## src/design/hc2_pkg.sv

```systemverilog
// Shared types, key constants and letter arithmetic for the 2x2 Hill cipher core.
package hc2_pkg;

  localparam int unsigned CHAR_W = 8;
  localparam int unsigned VAL_W  = 7;   // a letter value, 0..95
  localparam int unsigned SUM_W  = 12;  // largest keyed sum is 2660
  localparam int unsigned ADDR_W = 3;
  localparam int unsigned DATA_W = 32;

  // The only register sits at byte address 0; bit 2 set is beyond the map.
  localparam logic [ADDR_W-1:0] REG_DECRYPT_ADDR = 3'h0;

  // Key matrices. The off-diagonal entries are shared by both directions.
  localparam logic [SUM_W-1:0] KEY_ENC_DIAG = 12'd3;
  localparam logic [SUM_W-1:0] KEY_DEC_DIAG = 12'd23;
  localparam logic [SUM_W-1:0] KEY_K01      = 12'd5;
  localparam logic [SUM_W-1:0] KEY_K10      = 12'd2;

  // ceil(2^16 / 26); exact floor quotient for every sum below 4096.
  localparam logic [23:0] RECIP_26 = 24'd2521;
  localparam logic [SUM_W-1:0] ALPHA_MOD = 12'd26;

  localparam logic [CHAR_W-1:0] CHAR_UPPER_A = 8'h41;
  localparam logic [CHAR_W-1:0] CHAR_UPPER_Z = 8'h5A;
  localparam logic [CHAR_W-1:0] CHAR_CASE    = 8'h20;
  localparam logic [CHAR_W-1:0] CHAR_LOWER_Z = 8'h7A;
  localparam logic [CHAR_W-1:0] CHAR_BEFORE_A = 8'h60;
  localparam logic [CHAR_W-1:0] LETTER_MOD   = 8'd96;
  localparam logic [CHAR_W-1:0] LETTER_MOD2  = 8'd192;

  typedef struct packed {
    logic              lone;       // lone final byte, passed through
    logic              last;
    logic [CHAR_W-1:0] lone_char;
    logic [SUM_W-1:0]  sum0;
    logic [SUM_W-1:0]  sum1;
  } job_t;

  // Lower-case an upper-case ASCII letter, then reduce modulo 96.
  function automatic logic [VAL_W-1:0] letter_value(input logic [CHAR_W-1:0] b);
    logic [CHAR_W-1:0] v;
    v = b;
    if (b >= CHAR_UPPER_A && b <= CHAR_UPPER_Z) begin
      v = b + CHAR_CASE;
    end
    if (v >= LETTER_MOD2) begin
      v = v - LETTER_MOD2;
    end else if (v >= LETTER_MOD) begin
      v = v - LETTER_MOD;
    end
    return v[VAL_W-1:0];
  endfunction

  // Reduce a keyed sum modulo 26 and map 1..25 to a..y, 0 to z.
  function automatic logic [CHAR_W-1:0] to_letter(input logic [SUM_W-1:0] s);
    logic [23:0]      prod;
    logic [SUM_W-1:0] q;
    logic [SUM_W-1:0] r;
    prod = {12'b0, s} * RECIP_26;
    q    = {4'b0, prod[23:16]};
    r    = s - SUM_W'(q * ALPHA_MOD);
    if (r[4:0] == 5'd0) begin
      return CHAR_LOWER_Z;
    end
    return CHAR_BEFORE_A + {3'b0, r[4:0]};
  endfunction

endpackage

```

## src/design/hc2_in_if.sv

```systemverilog
// Input byte channel: valid/ready handshake with a text byte and its end mark.
interface hc2_in_if;
  logic       valid;
  logic       ready;
  logic [7:0] char_in;
  logic       last_in;

  modport source (output valid, output char_in, output last_in, input ready);
  modport sink (input valid, input char_in, input last_in, output ready);
  modport monitor (input valid, input ready, input char_in, input last_in);
endinterface

```

## src/design/hc2_out_if.sv

```systemverilog
// Result byte channel: valid/ready handshake with a result byte and its end mark.
interface hc2_out_if;
  logic       valid;
  logic       ready;
  logic [7:0] char_out;
  logic       last_out;

  modport source (output valid, output char_out, output last_out, input ready);
  modport sink (input valid, input char_out, input last_out, output ready);
  modport monitor (input valid, input ready, input char_out, input last_out);
endinterface

```

## src/design/hc2_cfg.sv

```systemverilog
// APB-style configuration register holding the decrypt select.
module hc2_cfg (
  input  logic                      clk_i,
  input  logic                      rst_ni,
  input  logic                      psel,
  input  logic                      penable,
  input  logic                      pwrite,
  input  logic [hc2_pkg::ADDR_W-1:0] paddr,
  input  logic [hc2_pkg::DATA_W-1:0] pwdata,
  output logic [hc2_pkg::DATA_W-1:0] prdata,
  output logic                      pready,
  output logic                      decrypt_o
);
  import hc2_pkg::*;

  logic decrypt_q, decrypt_d;
  logic hit;

  // Byte offsets 0..3 all fall on the one register.
  assign hit    = (paddr[ADDR_W-1] == REG_DECRYPT_ADDR[ADDR_W-1]);
  assign pready = 1'b1;

  always_comb begin
    decrypt_d = decrypt_q;
    if (psel && penable && pwrite && pready && hit) begin
      decrypt_d = pwdata[0];
    end
  end

  always_comb begin
    prdata = '0;
    if (hit) begin
      prdata = {{(DATA_W-1){1'b0}}, decrypt_q};
    end
  end

  always_ff @(posedge clk_i or negedge rst_ni) begin
    if (!rst_ni) begin
      decrypt_q <= 1'b0;
    end else begin
      decrypt_q <= decrypt_d;
    end
  end

  assign decrypt_o = decrypt_q;
endmodule

```

## src/design/hc2_pair.sv

```systemverilog
// Pairing front end: holds the first byte and forms the keyed sums of a pair.
module hc2_pair (
  input  logic                      clk_i,
  input  logic                      rst_ni,
  input  logic                      valid_i,
  input  logic [hc2_pkg::CHAR_W-1:0] char_i,
  input  logic                      last_i,
  input  logic                      decrypt_i,
  input  logic                      job_free_i,
  output logic                      ready_o,
  output logic                      job_load_o,
  output hc2_pkg::job_t             job_o
);
  import hc2_pkg::*;

  logic              holding_q, holding_d;
  logic [CHAR_W-1:0] held_q, held_d;
  logic [SUM_W-1:0]  m0, m1, kdiag;
  logic              accept;

  // A byte that is merely held needs no room downstream.
  assign ready_o    = job_free_i || (!holding_q && !last_i);
  assign accept     = valid_i && ready_o;
  assign job_load_o = accept && (holding_q || last_i);

  always_comb begin
    m0    = {5'b0, letter_value(held_q)};
    m1    = {5'b0, letter_value(char_i)};
    kdiag = decrypt_i ? KEY_DEC_DIAG : KEY_ENC_DIAG;
    job_o.lone      = !holding_q;
    job_o.last      = last_i;
    job_o.lone_char = char_i;
    job_o.sum0      = SUM_W'(m0 * kdiag) + SUM_W'(m1 * KEY_K10);
    job_o.sum1      = SUM_W'(m0 * KEY_K01) + SUM_W'(m1 * kdiag);
  end

  always_comb begin
    holding_d = holding_q;
    held_d    = held_q;
    if (accept) begin
      holding_d = !holding_q && !last_i;
      if (!holding_q && !last_i) begin
        held_d = char_i;
      end
    end
  end

  always_ff @(posedge clk_i or negedge rst_ni) begin
    if (!rst_ni) begin
      holding_q <= 1'b0;
      held_q    <= '0;
    end else begin
      holding_q <= holding_d;
      held_q    <= held_d;
    end
  end
endmodule

```

## src/design/hc2_emit.sv

```systemverilog
// Job register, modulo-26 letter mapping and the result register.
module hc2_emit (
  input  logic                      clk_i,
  input  logic                      rst_ni,
  input  logic                      job_load_i,
  input  hc2_pkg::job_t             job_i,
  input  logic                      out_ready_i,
  output logic                      job_free_o,
  output logic                      out_valid_o,
  output logic [hc2_pkg::CHAR_W-1:0] char_o,
  output logic                      last_o
);
  import hc2_pkg::*;

  job_t              job_q, job_d;
  logic              job_valid_q, job_valid_d;
  logic              phase_q, phase_d;     // set once the first of a pair has gone
  logic              out_valid_q, out_valid_d;
  logic [CHAR_W-1:0] char_q, char_d;
  logic              last_q, last_d;
  logic              out_load, emit, job_fin;

  assign out_load   = !out_valid_q || out_ready_i;
  assign emit       = job_valid_q && out_load;
  assign job_fin    = emit && (job_q.lone || phase_q);
  assign job_free_o = !job_valid_q || job_fin;

  always_comb begin
    job_d       = job_q;
    job_valid_d = job_valid_q;
    phase_d     = phase_q;
    if (job_load_i) begin
      job_d       = job_i;
      job_valid_d = 1'b1;
      phase_d     = 1'b0;
    end else if (job_fin) begin
      job_valid_d = 1'b0;
      phase_d     = 1'b0;
    end else if (emit) begin
      phase_d = 1'b1;
    end
  end

  always_comb begin
    out_valid_d = out_valid_q;
    char_d      = char_q;
    last_d      = last_q;
    if (emit) begin
      out_valid_d = 1'b1;
      if (job_q.lone) begin
        char_d = job_q.lone_char;
        last_d = 1'b1;
      end else if (phase_q) begin
        char_d = to_letter(job_q.sum1);
        last_d = job_q.last;
      end else begin
        char_d = to_letter(job_q.sum0);
        last_d = 1'b0;
      end
    end else if (out_ready_i) begin
      out_valid_d = 1'b0;
    end
  end

  always_ff @(posedge clk_i or negedge rst_ni) begin
    if (!rst_ni) begin
      job_valid_q <= 1'b0;
      phase_q     <= 1'b0;
      out_valid_q <= 1'b0;
    end else begin
      job_valid_q <= job_valid_d;
      phase_q     <= phase_d;
      out_valid_q <= out_valid_d;
    end
  end

  always_ff @(posedge clk_i) begin
    job_q  <= job_d;
    char_q <= char_d;
    last_q <= last_d;
  end

  assign out_valid_o = out_valid_q;
  assign char_o      = char_q;
  assign last_o      = last_q;
endmodule

```

## src/design/hill_cipher_2x2_letters_core.sv

```systemverilog
// 2x2 Hill cipher over a byte stream, working on pairs of letters. The first byte of a
// pair is held; when its partner arrives both are lower-cased, reduced modulo 96 and
// multiplied by the key selected by the decrypt register (bit 0 at address 0), and two
// letters a..z leave on the result channel. A lone final byte leaves unchanged. The
// block takes one byte per cycle while the job register has room. Each result passes
// through the one-entry job register, between the pairing logic and the result
// register, and then the result register. The byte that completes a pair, or a lone
// final byte, is taken only once the job register is empty or its previous job is
// leaving it, so a lone final byte straight after a pair waits for the pair to finish.
module hill_cipher_2x2_letters_core (
  input  logic                      clk_i,
  input  logic                      rst_ni,
  hc2_in_if.sink                    in_i,
  hc2_out_if.source                 out_o,
  input  logic                      psel,
  input  logic                      penable,
  input  logic                      pwrite,
  input  logic [hc2_pkg::ADDR_W-1:0] paddr,
  input  logic [hc2_pkg::DATA_W-1:0] pwdata,
  output logic [hc2_pkg::DATA_W-1:0] prdata,
  output logic                      pready
);
  import hc2_pkg::*;

  logic decrypt;
  logic job_free;
  logic job_load;
  job_t job;

  hc2_cfg u_cfg (
    .clk_i     (clk_i),
    .rst_ni    (rst_ni),
    .psel      (psel),
    .penable   (penable),
    .pwrite    (pwrite),
    .paddr     (paddr),
    .pwdata    (pwdata),
    .prdata    (prdata),
    .pready    (pready),
    .decrypt_o (decrypt)
  );

  hc2_pair u_pair (
    .clk_i      (clk_i),
    .rst_ni     (rst_ni),
    .valid_i    (in_i.valid),
    .char_i     (in_i.char_in),
    .last_i     (in_i.last_in),
    .decrypt_i  (decrypt),
    .job_free_i (job_free),
    .ready_o    (in_i.ready),
    .job_load_o (job_load),
    .job_o      (job)
  );

  hc2_emit u_emit (
    .clk_i       (clk_i),
    .rst_ni      (rst_ni),
    .job_load_i  (job_load),
    .job_i       (job),
    .out_ready_i (out_o.ready),
    .job_free_o  (job_free),
    .out_valid_o (out_o.valid),
    .char_o      (out_o.char_out),
    .last_o      (out_o.last_out)
  );
endmodule

```

## src/flat_wrapper.sv

```systemverilog
// flat-port wrapper written by rule: the top's interface ports become plain ports
module hill_cipher_2x2_letters_core_flat import hc2_pkg::*;
  (clk_i, rst_ni, psel, penable, pwrite, paddr, pwdata, prdata, pready, in_i_valid, in_i_char_in, in_i_last_in, in_i_ready, out_o_valid, out_o_char_out, out_o_last_out, out_o_ready);
  hc2_in_if in_i_i ();
  hc2_out_if out_o_i ();
  input  logic clk_i;
  input  logic rst_ni;
  input  logic psel;
  input  logic penable;
  input  logic pwrite;
  input  logic [hc2_pkg::ADDR_W-1:0] paddr;
  input  logic [hc2_pkg::DATA_W-1:0] pwdata;
  output logic [hc2_pkg::DATA_W-1:0] prdata;
  output logic pready;
  input wire logic [$bits(in_i_i.valid)-1:0] in_i_valid;
  input wire logic [$bits(in_i_i.char_in)-1:0] in_i_char_in;
  input wire logic [$bits(in_i_i.last_in)-1:0] in_i_last_in;
  output wire logic [$bits(in_i_i.ready)-1:0] in_i_ready;
  output wire logic [$bits(out_o_i.valid)-1:0] out_o_valid;
  output wire logic [$bits(out_o_i.char_out)-1:0] out_o_char_out;
  output wire logic [$bits(out_o_i.last_out)-1:0] out_o_last_out;
  input wire logic [$bits(out_o_i.ready)-1:0] out_o_ready;
  assign in_i_i.valid = in_i_valid;
  assign in_i_i.char_in = in_i_char_in;
  assign in_i_i.last_in = in_i_last_in;
  assign in_i_ready = in_i_i.ready;
  assign out_o_valid = out_o_i.valid;
  assign out_o_char_out = out_o_i.char_out;
  assign out_o_last_out = out_o_i.last_out;
  assign out_o_i.ready = out_o_ready;
  hill_cipher_2x2_letters_core u_core (.clk_i(clk_i), .rst_ni(rst_ni), .in_i(in_i_i), .out_o(out_o_i), .psel(psel), .penable(penable), .pwrite(pwrite), .paddr(paddr), .pwdata(pwdata), .prdata(prdata), .pready(pready));
endmodule
```

## config.mk

```make
export PLATFORM = sky130hd
export DESIGN_NAME = hill_cipher_2x2_letters_core_flat
export DESIGN_NICKNAME = d
export VERILOG_FILES = /design/src/design/hc2_pkg.sv /design/src/design/hc2_in_if.sv /design/src/design/hc2_out_if.sv /design/src/design/hc2_cfg.sv /design/src/design/hc2_pair.sv /design/src/design/hc2_emit.sv /design/src/design/hill_cipher_2x2_letters_core.sv /design/src/flat_wrapper.sv
export SDC_FILE = /design/constraint.sdc
export NUM_CORES = 1
export LEC_CHECK = 0
export BUFFER_PORTS_ARGS = -buffer_cell sky130_fd_sc_hd__buf_2
export CORE_AREA = 2 2 113 169
export DETAILED_ROUTE_END_ITERATION = 7
export DIE_AREA = 0 0 115 171
export PLACE_DENSITY = 0.8
export SLEW_MARGIN = 20
export SYNTH_ARGS = -nofsm -noshare
export SYNTH_HDL_FRONTEND = slang
export SYNTH_SLANG_ARGS = --single-unit
```

## constraint.sdc

```tcl
create_clock -name clk_i -period 16.2 [get_ports clk_i]
set_input_delay 0.81 -clock clk_i [delete_from_list [all_inputs] [get_ports clk_i]]
set_output_delay 0.81 -clock clk_i [all_outputs]
set_load 0.1 [all_outputs]
```

==> results by stage <==
Worst setup path:
- The worst path arrival time is 6.93 ns.
- The critical path is of the input port to register type.
- In this design, the stage delay of the slowest critical-path cell is 0.60 ns.
- The maximum fanout encountered on the critical timing path is 7.
- The family of cells with the greatest summed delay on the critical path is adder cells.
- The number of buffers and inverters on the critical path is 9.
- The slowest stage of the critical path is the o41ai_2 cell.
- The worst endpoint required time is 16.25 ns.
- The kind of end point of the critical path is a register.
- STA classifies the critical path startpoint as an input port.
- The cell repeated most along the worst path is inv_1.

Synth:
- In this run the mean area of a mapped cell was 9.87 um^2.
- The Yosys step of the flow raised 0 warnings.
- In this run, synthesis inferred 43 flip-flops with an integrated enable.
- The flip-flop cell with the highest count after synthesis is edfxtp_1.
- Sorting the synthesized cells by area gives the leading types as ha_1, fa_1, edfxtp_1.
- Counting flops with an async set or reset pin after synthesis yields a share of 0.232.
- In this run, distinct cell masters in the synthesized netlist total 56.
- The total standard cell area after synthesis is 0.00981 mm^2.
- The gate count of the mapped netlist is 994.
- Synthesis inferred 56 register bits.
- The share of synthesized area in the top cell type comes to 0.265.
- Of the synthesized area, sequential elements account for 0.165.
- The library cell occupying the most area in the post-synthesis netlist is ha_1.

STA:
- The share of the cycle needed by the critical path after routing is 0.425.
- The number of max-slew violations in the final report was 0.
- Final hold analysis gives a worst-case slack of 0.383 ns.
- The maximum operating frequency is 0.145 GHz.
- At the pin with the least slew margin, the transition time is 0.719 ns.
- Across the routed clock network, the largest skew measured is 0.00765 ns.
- The number of endpoints with negative hold slack in the final report is 0.
- Setup repair after global routing left no endpoint under its margin.
- The final number of setup-violating endpoints is 0.
- In the final timing run, aggregate negative setup slack is 0 ns.
- The shortest clock period the worst path allows after layout is 6.88 ns.
- In the post-route analysis, the smallest setup slack over all paths is 9.32 ns.
- The worst relative slew slack is 0.518.

Routing:
- The total DRC errors in the routed layout is 0.
- The detailed router placed 6363 vias in this run.
- The average routed wire per standard cell is 14.1 um.
- The count of TritonRoute iterations in the first routing pass is 5.
- The number of DRC markers after the initial detailed-route iteration is 193.
- The total wire length after detailed routing is 17.5 mm.
- The residual antenna-violating net count after detailed routing is 0.
- The average via count per standard cell is 5.11.

Global route:
- The first global-routing pass estimated 30.9 mm of wire.
- Global routing finished with a remaining overflow of 0.
- The total routing resource utilization after global routing is 0.197.
- The number of global-route vias before repair is 6940.
- The initial antenna violation count is 0.
- Entering global routing, the biggest net connects 24 pins.

Clock network:
- The clock tree from TritonCTS is built.
- The root buffer cell chosen for the clock tree is clkbuf_16.
- Hold repair after CTS inserted 0 buffers.
- Clock latency on the worst-skew pair, taken at its later pin, is 0.30 ns.
- The number of buffers added for setup after CTS is 0.
- The maximum buffer depth of the clock tree is 2.
- The H-tree generated during clock tree synthesis spans 2 levels.
- The number of clock sinks is 56.
- The total of cells resized after clock tree synthesis is 0.
- After clock tree synthesis, the clock-pin slew on the worst setup and hold paths is 0.08 ns.
- The total clock buffers created by CTS is 5.

Placed design:
- Buffers placed on the I/O ports in this run total 29.
- The worst slack at placement is 8.99 ns.
- The half-perimeter wire length of the detailed placement result is 15.2 mm.
- The instance area at placement is 0.0101 mm^2.
- The final weighted congestion of routability-driven global placement is 0.883.

Min path:
- The path type of the worst min-delay path is input port to asynchronous set/reset pin.

Floorplan:
- The floorplan step defined a core boundary enclosing 0.0183 mm^2.
- The standard-cell row count is 61.
- The width of the die is 115 um.
- The die covers 0.0197 mm^2.
- The vertical die dimension is 171 um.
- The initial utilization of the core area, before any placement, comes to 0.535.
- The top-level I/O count is 95.

Layout:
- After the last flow step, the layout net total stands at 1403.
- Compared with the post-synthesis result, the final layout area differs by 4.44%.
- In the final layout, the share of cells above drive strength 1 is 0.0566.
- The most common library cell in the layout ignoring fill and taps is inv_1.
- 0 antenna diodes ended up in the layout.
- The top cell types in the final layout, fill and taps aside, are inv_1, ha_1, fa_1.
- The post-route cell area is 0.0102 mm^2.

Outcome:
- The run finished with clean final reports.

Job:
- The tool flagged a number of max-cap violations equal to 0.
worst paths after layout:
check	start	to	slack, ns	cells after the start
setup reg to reg	u_core.u_emit.job_q[16]	u_core.u_emit.char_o[1]	9.57	24
hold reg to reg	u_core.u_emit.job_valid_q	u_core.u_emit.out_valid_o	0.50	1
min in group clk_i	u_core.u_emit.job_valid_q	u_core.u_emit.out_valid_o	0.50	1
max in group asynchronous	rst_ni	u_core.u_pair.held_q[2]	15.59	1
hold / removal	rst_ni	u_core.u_pair.held_q[6]	0.38	1
setup / recovery	in_i_char_in[2]	u_core.u_emit.job_q[11]	9.32	29
metrics by stage:
stage	utilization	cells
2_1_floorplan	-	1024
3_3_place_gp	0.551	1237
3_5_place_dp	0.551	1237
4_1_cts	0.559	1245
5_1_grt	0.559	1245
6_report	0.559	1245
kinds of logic after synthesis:
kind of cell	after synthesis	synth area share
AO/OA/AOI/OAI	102	0.0695
XOR/XNOR	45	0.0431
adder cells (fa/ha/maj)	328	0.510
buffers and inverters	322	0.136
flip-flops	56	0.165
multiplexers	7	0.00778
other	2	0.000766
AND/OR/NAND/NOR	132	0.0681
per-layer routing:
layer / wire length, um / share of wire / GRT usage
met2: 9650 / 0.55 / 0.373
met5: 0 / 0 / 0
met4: 492 / 0.028 / 0.0781
met3: 491 / 0.028 / 0.00956
met1: 6890 / 0.39 / 0.231
cell usage after synthesis, types with 4 or more instances:
master    instances
inv_1           283
ha_1            208
fa_1            120
edfxtp_1         43
a21oi_1          38
xnor2_1          36
nand2_1          34
buf_4            32
nor2_1           26
o21ai_0          17
and2_1           15
dfrtp_1          13
nand3_1          13
nand2b_1         12
a21o_1            9
nor2b_1           9
nand4_1           7
nor3_1            6
xor2_1            6
mux2_2            5
o21bai_1          5
a211oi_1          4
clkbuf_1          4
flip-flops by register name, indices dropped and copies added (netlist names):
name                       flops
u_core.u_emit.out_valid_o      1
u_core.u_emit.phase_q          1
u_core.u_emit.job_q           34
u_core.u_pair.holding_q        1
u_core.u_emit.last_o           1
u_core.u_cfg.decrypt_o         1
u_core.u_emit.job_valid_q      1
u_core.u_pair.held_q           8
u_core.u_emit.char_o           8
cell type report:
type	instances	area, um^2
Sequential cell	56	1620
Multi-Input combinational cell	646	6980
Tap cell	220	275
Timing Repair Buffer	30	153
Clock buffer	5	125
Fill cell	1575	8070
Clock inverter	3	27.5
Inverter	285	1070
Power is left out: the tool's default activity adds up to more than one toggle a clock period on the data nets, which glitch-free logic cannot reach.
